`src/design/mrtu_pkg.sv`:
```
`default_nettype none
package mrtu_pkg;

  localparam logic [15:0] CRC_SEED = 16'hFFFF;
  localparam logic [15:0] CRC_GEN = 16'hA001;
  localparam logic [7:0] SLAVE_ID_RESET = 8'h01;
  localparam int HEAD_LEN = 6;
  localparam logic [2:0] LAST_IDX = 3'd7;
  localparam logic [2:0] CRC_LO_IDX = 3'd6;
  localparam logic [2:0] CRC_HI_IDX = 3'd7;
  localparam int QUEUE_DEPTH = 2;

  typedef struct packed {
    logic [7:0] func;
    logic [15:0] reg_address;
    logic [15:0] data_word;
  } in_item_t;

  typedef struct packed {
    logic [7:0] frame_byte;
    logic last_byte;
  } out_item_t;

  typedef struct packed {
    logic [HEAD_LEN-1:0][7:0] head;
    logic [15:0] crc;
  } frame_t;

  typedef struct packed {
    logic full;
    logic empty;
  } q_status_t;

  function automatic logic [15:0] crc_byte(input logic [15:0] crc, input logic [7:0] b);
    logic [15:0] acc;
    acc = crc ^ {8'h00, b};
    for (int i = 0; i < 8; i++) begin
      acc = acc[0] ? ((acc >> 1) ^ CRC_GEN) : (acc >> 1);
    end
    return acc;
  endfunction

endpackage
`default_nettype wire

```
`src/design/modbus_rtu_request_framer_unit.sv`:
```
// channel | direction | handshake         | beat
// in_     | input     | in_valid/in_stall   | in_item_t: func, reg_address, data_word
// out_    | output    | out_valid/out_stall | out_item_t: frame_byte, last_byte
// cfg_    | input     | cfg_valid/cfg_ready | slave_id byte, cfg_ready always high
// One request gives eight out beats; the byte serializer limits sustained throughput,
// emitting one beat a cycle while out is not stalled.
// The front handles a request in steps: capture, then CRC over the six head bytes, one byte a cycle.
// With the queue empty, a request passes the front, the queue memory and the back's frame register.
// Synchronous active-low reset clears control state; slave_id resets to 1.
// in_stall stays high after each accept while the CRC runs, and longer while the queue is full.
`default_nettype none
module modbus_rtu_request_framer_unit #(
  parameter int QUEUE_DEPTH = mrtu_pkg::QUEUE_DEPTH
) (
  input  wire logic                clk,
  input  wire logic                rst_n,
  input  wire logic                in_valid,
  output logic                     in_stall,
  input  wire mrtu_pkg::in_item_t  in_data,
  output logic                     out_valid,
  input  wire logic                out_stall,
  output mrtu_pkg::out_item_t      out_data,
  input  wire logic                cfg_valid,
  output logic                     cfg_ready,
  input  wire logic [7:0]          cfg_data
);

  logic [7:0] slave_id_r;
  logic push;
  mrtu_pkg::frame_t push_data;
  logic pop;
  logic q_valid;
  mrtu_pkg::frame_t q_data;
  mrtu_pkg::q_status_t q_status;

  assign cfg_ready = 1'b1;

  always_ff @(posedge clk) begin
    if (!rst_n) begin
      slave_id_r <= mrtu_pkg::SLAVE_ID_RESET;
    end else if (cfg_valid && cfg_ready) begin
      slave_id_r <= cfg_data;
    end
  end

  mrtu_front u_front (
    .clk       (clk),
    .rst_n     (rst_n),
    .slave_id  (slave_id_r),
    .in_valid  (in_valid),
    .in_stall  (in_stall),
    .in_data   (in_data),
    .q_status  (q_status),
    .push      (push),
    .push_data (push_data)
  );

  mrtu_queue #(
    .DEPTH (QUEUE_DEPTH)
  ) u_queue (
    .clk       (clk),
    .rst_n     (rst_n),
    .push      (push),
    .push_data (push_data),
    .pop       (pop),
    .q_valid   (q_valid),
    .q_data    (q_data),
    .q_status  (q_status)
  );

  mrtu_back u_back (
    .clk       (clk),
    .rst_n     (rst_n),
    .q_valid   (q_valid),
    .q_data    (q_data),
    .pop       (pop),
    .out_valid (out_valid),
    .out_stall (out_stall),
    .out_data  (out_data)
  );

endmodule
`default_nettype wire

```
`src/design/mrtu_front.sv`:
```
`default_nettype none
module mrtu_front (
  input  wire logic                clk,
  input  wire logic                rst_n,
  input  wire logic [7:0]          slave_id,
  input  wire logic                in_valid,
  output logic                     in_stall,
  input  wire mrtu_pkg::in_item_t  in_data,
  input  wire mrtu_pkg::q_status_t q_status,
  output logic                     push,
  output mrtu_pkg::frame_t         push_data
);

  localparam logic [2:0] CNT_DONE = 3'(mrtu_pkg::HEAD_LEN);

  logic busy_r;
  logic [2:0] cnt_r;
  logic [mrtu_pkg::HEAD_LEN-1:0][7:0] head_r;
  logic [15:0] crc_r;
  logic done;
  logic accept;

  assign done = busy_r && (cnt_r == CNT_DONE);
  assign push = done && !q_status.full;
  assign in_stall = busy_r && !push;
  assign accept = in_valid && !in_stall;
  assign push_data.head = head_r;
  assign push_data.crc = crc_r;

  always_ff @(posedge clk) begin
    if (!rst_n) begin
      busy_r <= 1'b0;
      cnt_r <= 3'd0;
    end else if (accept) begin
      busy_r <= 1'b1;
      cnt_r <= 3'd0;
    end else if (push) begin
      busy_r <= 1'b0;
    end else if (busy_r && !done) begin
      cnt_r <= cnt_r + 3'd1;
    end
  end

  always_ff @(posedge clk) begin
    if (accept) begin
      head_r[0] <= slave_id;
      head_r[1] <= in_data.func;
      head_r[2] <= in_data.reg_address[15:8];
      head_r[3] <= in_data.reg_address[7:0];
      head_r[4] <= in_data.data_word[15:8];
      head_r[5] <= in_data.data_word[7:0];
      crc_r <= mrtu_pkg::CRC_SEED;
    end else if (busy_r && !done) begin
      crc_r <= mrtu_pkg::crc_byte(crc_r, head_r[cnt_r]);
    end
  end

endmodule
`default_nettype wire

```
`src/design/mrtu_queue.sv`:
```
`default_nettype none
module mrtu_queue #(
  parameter int DEPTH = mrtu_pkg::QUEUE_DEPTH
) (
  input  wire logic             clk,
  input  wire logic             rst_n,
  input  wire logic             push,
  input  wire mrtu_pkg::frame_t push_data,
  input  wire logic             pop,
  output logic                  q_valid,
  output mrtu_pkg::frame_t      q_data,
  output mrtu_pkg::q_status_t   q_status
);

  localparam int PW = (DEPTH > 1) ? $clog2(DEPTH) : 1;
  localparam int CW = $clog2(DEPTH + 1);
  localparam logic [PW-1:0] PTR_LAST = PW'(DEPTH - 1);
  localparam logic [CW-1:0] CNT_FULL = CW'(DEPTH);

  mrtu_pkg::frame_t mem [DEPTH];
  logic [PW-1:0] wr_ptr_r;
  logic [PW-1:0] rd_ptr_r;
  logic [CW-1:0] count_r;

  assign q_status.full = (count_r == CNT_FULL);
  assign q_status.empty = (count_r == '0);
  assign q_valid = !q_status.empty;
  assign q_data = mem[rd_ptr_r];

  always_ff @(posedge clk) begin
    if (push) begin
      mem[wr_ptr_r] <= push_data;
    end
  end

  always_ff @(posedge clk) begin
    if (!rst_n) begin
      wr_ptr_r <= '0;
      rd_ptr_r <= '0;
      count_r <= '0;
    end else begin
      if (push) begin
        wr_ptr_r <= (wr_ptr_r == PTR_LAST) ? '0 : wr_ptr_r + PW'(1);
      end
      if (pop) begin
        rd_ptr_r <= (rd_ptr_r == PTR_LAST) ? '0 : rd_ptr_r + PW'(1);
      end
      if (push && !pop) begin
        count_r <= count_r + CW'(1);
      end else if (pop && !push) begin
        count_r <= count_r - CW'(1);
      end
    end
  end

  a_no_overflow: assert property (@(posedge clk) disable iff (!rst_n)
    push |-> !q_status.full)
    else $error("queue push while full");
  a_no_underflow: assert property (@(posedge clk) disable iff (!rst_n)
    pop |-> !q_status.empty)
    else $error("queue pop while empty");
  a_count_step: assert property (@(posedge clk) disable iff (!rst_n)
    (push && !pop) |=> (count_r == $past(count_r) + CW'(1)))
    else $error("queue count did not advance on push");

endmodule
`default_nettype wire

```
`src/design/mrtu_back.sv`:
```
`default_nettype none
module mrtu_back (
  input  wire logic             clk,
  input  wire logic             rst_n,
  input  wire logic             q_valid,
  input  wire mrtu_pkg::frame_t q_data,
  output logic                  pop,
  output logic                  out_valid,
  input  wire logic             out_stall,
  output mrtu_pkg::out_item_t   out_data
);

  mrtu_pkg::frame_t frame_r;
  logic sending_r;
  logic [2:0] idx_r;
  logic out_valid_r;
  mrtu_pkg::out_item_t out_data_r;
  logic load;
  logic [7:0] cur_byte;

  assign load = sending_r && (!out_valid_r || !out_stall);
  assign pop = q_valid && (!sending_r || (load && idx_r == mrtu_pkg::LAST_IDX));
  assign out_valid = out_valid_r;
  assign out_data = out_data_r;

  always_comb begin
    case (idx_r)
      mrtu_pkg::CRC_LO_IDX: cur_byte = frame_r.crc[7:0];
      mrtu_pkg::CRC_HI_IDX: cur_byte = frame_r.crc[15:8];
      default:              cur_byte = frame_r.head[idx_r];
    endcase
  end

  always_ff @(posedge clk) begin
    if (!rst_n) begin
      sending_r <= 1'b0;
      idx_r <= 3'd0;
      out_valid_r <= 1'b0;
    end else begin
      if (pop) begin
        sending_r <= 1'b1;
        idx_r <= 3'd0;
      end else if (load) begin
        idx_r <= idx_r + 3'd1;
        if (idx_r == mrtu_pkg::LAST_IDX) begin
          sending_r <= 1'b0;
        end
      end
      if (load) begin
        out_valid_r <= 1'b1;
      end else if (!out_stall) begin
        out_valid_r <= 1'b0;
      end
    end
  end

  always_ff @(posedge clk) begin
    if (pop) begin
      frame_r <= q_data;
    end
    if (load) begin
      out_data_r.frame_byte <= cur_byte;
      out_data_r.last_byte <= (idx_r == mrtu_pkg::LAST_IDX);
    end
  end

endmodule
`default_nettype wire
```
`config.mk`:
```
export PLATFORM = sky130hd
export DESIGN_NAME = modbus_rtu_request_framer_unit
export DESIGN_NICKNAME = d
export VERILOG_FILES = /design/src/design/mrtu_pkg.sv /design/src/design/modbus_rtu_request_framer_unit.sv /design/src/design/mrtu_front.sv /design/src/design/mrtu_queue.sv /design/src/design/mrtu_back.sv
export SDC_FILE = /design/constraint.sdc
export NUM_CORES = 1
export LEC_CHECK = 0
export BUFFER_PORTS_ARGS = -buffer_cell sky130_fd_sc_hd__buf_2
export CORE_MARGIN = 4
export CORE_UTILIZATION = 55
export DETAILED_ROUTE_END_ITERATION = 7
export PLACE_DENSITY_LB_ADDON = 0.15
export SLEW_MARGIN = 25
export SYNTH_ARGS = -nofsm -noshare
export SYNTH_HDL_FRONTEND = slang
export SYNTH_SLANG_ARGS = --single-unit
```
`constraint.sdc`:
```
create_clock -name clk -period 9.43 [get_ports clk]
set_input_delay 1.886 -clock clk [delete_from_list [all_inputs] [get_ports clk]]
set_output_delay 1.886 -clock clk [all_outputs]
set_load 0.01 [all_outputs]
```
### After elaboration in Yosys (flattened, before gate mapping)

Memories as Yosys holds them, arrays and structs flattened. A register that Yosys moved wholly into a read port is not among the register bits.
Cells that the tools add are included.

* memories kept: 1
* register bits after elaboration: 94
* logic and storage cells: 99
* input bits: 53
* bits in writable memories: 128

Memory list
* u_queue.mem: words 2, width 64, read ports 1, clocked after Yosys merged registers in 1, write ports 1, RTL line mrtu_queue.sv:20 `mrtu_pkg::frame_t mem [DEPTH];`

* bitwise gates (word level): 11
* mux-type cells: 26
* order comparisons: 2
* add/subtract/negate cells: 6
* reduce and logical (&&, ||, !) cells: 30
* equality and inequality tests: 5

Operators by type and width (number)
* two-way mux 16 bit: 8
* binary-select mux 8 bit (select 3 bit): 2
* inverter 2 -> 3 bit: 8
* two-way mux 8 bit: 2
* case mux 8 bit (2 select lines): 1
* bitwise XOR 16 x 8 -> 16 bit: 1
* two-way mux 1 bit: 11
* logical AND 1 bit: 10
* equality test 3 bit (second input constant): 3
* logical NOT 1 bit: 9
* less-than comparator 3 x 4 -> 1 bit (second input constant): 2
* nonzero test 2 bit: 4
* adder 3 x 1 -> 3 bit (second input constant): 2
* two-way mux 2 bit: 2
* AND reduction 2 bit: 2
* OR reduction 2 bit: 2
* adder 1 bit (second input constant): 2
* adder 2 x 1 -> 2 bit (second input constant): 1
* equality test 2 bit (second input constant): 1
* logical NOT 2 bit: 1
* logical OR 1 bit: 2
* != test 2 x 1 -> 1 bit (second input constant): 1
* inverter 1 bit: 2
* subtractor 2 x 1 -> 2 bit (second input constant): 1

### Depth between registers and ports, before layout

* depth in word-level cells: 19
* mapped depth: 12
* depth with buffers taken out: 10

### Cells and area by module

Synthesis repeated with hierarchy kept, for this count alone.

* cell total of the unflattened synthesis: 650
* area, all modules: 11310.8 µm²

Modules (own cells, without submodules)
* mrtu_queue: instances 1, cells an instance 222, area each 4864.7 µm²
* mrtu_front: instances 1, cells an instance 242, area each 3155.5 µm²
* mrtu_back: instances 1, cells an instance 159, area each 2980.4 µm²
* modbus_rtu_request_framer_unit: instances 1, cells an instance 27, area each 310.3 µm²

### Least setup slack after synthesis

No wires, ideal clock.

* path type: reg2reg
* start point: register u_front.cnt_r[0]
* end point: memory u_queue.mem[0][0] (netlist name) (enable)
* cell stages (with the launch flop): 9
* data required time: 8942 ps
* period minus slack after synthesis: 4274 ps
* arrival time: 3787 ps
* library setup time: 488 ps
* setup slack: 5156 ps
* path through: dfxtp_1 buf_6 buf_6 inv_1 ha_1 nand2_1 nor2_1 nand2_1 nor2_1

* longest elaborated chain between the ends: 5

RTL lines
* start: declaration: RTL line mrtu_front.sv:17 `logic [2:0] cnt_r;`
* start signal: assignment: RTL line mrtu_front.sv:40 `cnt_r <= cnt_r + 3'd1;`
* equality test 3 bit: RTL line mrtu_front.sv:23 `assign done = busy_r && (cnt_r == CNT_DONE);`
* logical AND 1 bit: RTL line mrtu_front.sv:23
* logical AND 1 bit: RTL line mrtu_front.sv:24 `assign push = done && !q_status.full;`
* two-way mux 1 bit: RTL line mrtu_queue.sv:31 `if (push) begin`
* two-way mux 1 bit (implied by the code): RTL line mrtu_queue.sv:32 `mem[wr_ptr_r] <= push_data;`
* end: declaration: RTL line mrtu_queue.sv:20

No other way between the ends.

### Worst setup path after layout

* start point: register u_front.cnt_r[0]
* end point: output port in_stall

* longest elaborated chain between the ends: 5

RTL lines
* equality test 3 bit: RTL line mrtu_front.sv:23
* logical AND 1 bit: RTL line mrtu_front.sv:23
* logical AND 1 bit: RTL line mrtu_front.sv:24
* logical NOT 1 bit: RTL line mrtu_front.sv:25 `assign in_stall = busy_r && !push;`
* logical AND 1 bit: RTL line mrtu_front.sv:25
* end: declaration: RTL line modbus_rtu_request_framer_unit.sv:18 `output logic in_stall,`

No other way between the ends.

==> impl_metrics.toml <==
[outcome]
status = "finished clean"

[setup_path]
reg2reg_from = "u_front.cnt_r[0]"
max_stage_delay_ps = 1020
worst-setup-path-type = "reg -> out"
setup.worst_path.start_class = "flop"
end_kind = "output pin"
path_delay_family = "flip-flops"
cp.required_ps = 7540
path_cells = "inv_1 -> ha_1 -> nand2_1 -> nor2_1 -> nor2b_1 -> buf_2"
cp_slowest_cell = "dfxtp_1"
crit_start = "u_front.cnt_r[0]"
crit_fanout = 16
arrival_ps = 2470
critical_path_buf_inv_count = 2

[clocking]
cts_tree = "built"
hold_buffers = 0
cts_sinks = 286
clock-root-buffer = "clkbuf_16"
cts_buffers = 29
cts_resized = 0
clk_pin_slew_worst_paths_ps = 60
htreeDepth = 1
cts_buffer_depth = 3
worst_skew_pair.late_latency_ps = 530
cts_setup_buffers = 0

[sta]
finalCriticalPeriod_ps = 4360
hold_ws_ps = 428
tightestPinTransition_ps = 1060
hold_violations = 0
rsz0062_at_grt = "false"
fin_crit_sh = 0.462
max-slew-margin-rel = 0.290
fin_skew_ps = 9.43
slew_violations = 0
tns_ps = 0
setup_viol = 0
max_freq_ghz = 0.229

[power]
p_leak_nw = 4.22
power_density_nw_per_um2 = 267
vdd_ir_drop_max_v = 0.000155

[layout]
layout_commonest_cell = "edfxtp_1"
synthToLayoutAreaGrowth_pct = 14.0
drive_above_1_share = 0.298
diodes = 0
fin_nets = 738
final_cell_mix = "edfxtp_1 (249), mux2_2 (72), buf_2 (63)"

[floorplan]
num_rows = 51
core_area_um2 = 19500
io_pins = 65
die_w_um = 149
start_util = 0.558
die_h_um = 149
die-area_um2 = 22100

[routing]
drtIter0Drc = 319
avgRoutedWirePerCell_um = 20.3
routed_wl_um = 19600
antenna_left = 0
avgViaCountPerCell = 5.50
num_vias = 5314
drc = 0
dr.pass1.iters = 5

[yosys]
yosysSeqAreaShare = 0.757
synth.avg_cell_area_um2 = 17.9
ys_types = 40
ys_seq_elements = 286
synth_area_um2 = 10900
synthesis.nets = 665
yosys_warnings = 0
synth_cells = 606

[global_routing]
antenna_found_initial = 0
first_global_vias = 5505
grt_pass1_wl_um = 30800
grt-ovfl-total = 0
grt_use_total = 0.181
grt_max_degree = 66

[placement]
io_buffer_count = 63
gp_congestion = 0.858
hpwl_um = 12500

[run]
cap_violations = 0

[hold_path]
hold_path_class = "reg -> reg"
worstHoldStart = "slave_id_r[7]"
## flip-flops by register name (all words and copies together), names as in the netlist
register / count
slave_id_r: 8
u_back.sending_r: 1
u_back.idx_r: 3
u_queue.mem: 128
u_back.out_data: 9
u_front.cnt_r: 3
u_back.frame_r: 64
u_front.crc_r: 16
u_back.out_valid: 1
u_front.busy_r: 1
u_queue.wr_ptr_r: 1
u_queue.count_r: 2
u_queue.rd_ptr_r: 1
u_front.push_data: 48
## metrics by stage
| step | util | area (µm²) | setup WS [ps] | power (mW) | instances |
|---|---|---|---|---|---|
| floorplan | - | 10900 | 5160 | 2.05 | 606 |
| global placement | 0.587 | 11400 | 5670 | 2.20 | 913 |
| detailed placement | 0.587 | 11400 | 5600 | 2.22 | 913 |
| CTS | 0.636 | 12400 | 5040 | 3.35 | 966 |
| global route | 0.636 | 12400 | 4920 | 3.45 | 966 |
| finish | 0.636 | 12400 | 5070 | 3.31 | 966 |
## cells in the mapped netlist, drive strengths merged
| library cell | count | area (µm²) |
|---|---|---|
| edfxtp | 249 | 7480 |
| mux2 | 72 | 811 |
| dfxtp | 37 | 741 |
| nand2 | 33 | 124 |
| xnor2 | 29 | 254 |
| mux2i | 25 | 250 |
| clkbuf | 19 | 71.3 |
| a22oi | 16 | 120 |
| nor2 | 14 | 52.6 |
| mux4 | 12 | 270 |
| o21ai | 12 | 63.8 |
| a21oi | 10 | 53.8 |
| nor2b | 10 | 62.6 |
| o211ai | 9 | 77.6 |
| buf | 8 | 65.1 |
| and2 | 6 | 37.5 |
| ha | 6 | 75.1 |
| inv | 6 | 22.5 |
| nand3 | 6 | 30.0 |
| xor2 | 5 | 43.8 |
| o22ai | 4 | 25.0 |
| a211oi | 3 | 22.5 |
| nor3 | 3 | 15.0 |
| a21boi | 2 | 15.0 |
| o21a | 2 | 15.0 |
| a31oi | 1 | 6.26 |
| and3 | 1 | 6.26 |
| clkinv | 1 | 3.75 |
| conb | 1 | 3.75 |
| nand2b | 1 | 6.26 |
| or2 | 1 | 6.26 |
| or3 | 1 | 6.26 |
| xnor3 | 1 | 23.8 |
## kinds of logic after synthesis
kind of cell    Yosys count  synth area share
flops                   286             0.757
mux                     109             0.123
simple gates             76            0.0319
compound gates           59            0.0368
xor+xnor                 35            0.0296
buf+inv                  34            0.0150
fa+ha+maj                 6           0.00691
other cells               1          0.000345
## layer usage
layer	vias up	track usage	part of all wire
met5	-	0	0
met4	0	0.0582	0.030
met3	41	0.0308	0.051
met2	138	0.298	0.49
met1	2674	0.251	0.43
li1	2461	-	-
## worst paths after layout
| path | endpoint | slack, ps | cells past startpoint |
|---|---|---|---|
| worst min register to register | u_front.push_data[23] | 430 | 0 |
| worst min-delay path | u_front.push_data[23] | 430 | 0 |
| worst max register to register | u_front.push_data[57] | 5550 | 7 |
| worst max-delay path | in_stall | 5070 | 6 |
## power breakdown
| part | internal (mW) | total (mW) | switching (mW) |
|---|---|---|---|
| logic | 0.250 | 0.549 | 0.300 |
| clock network | 0.674 | 1.12 | 0.445 |
| registers | 1.56 | 1.64 | 0.0763 |
## cell type report
| class | count | area, µm² |
|---|---|---|
| repair buffers | 69 | 360 |
| flip-flops and latches | 286 | 8220 |
| clock buffers | 47 | 895 |
| multi-input cells | 286 | 2490 |
| well taps | 265 | 332 |
| inverters | 7 | 27.5 |
| fillers | 1412 | 7080 |
| clock inverters | 6 | 63.8 |
(Power assumes the default switching activity.)
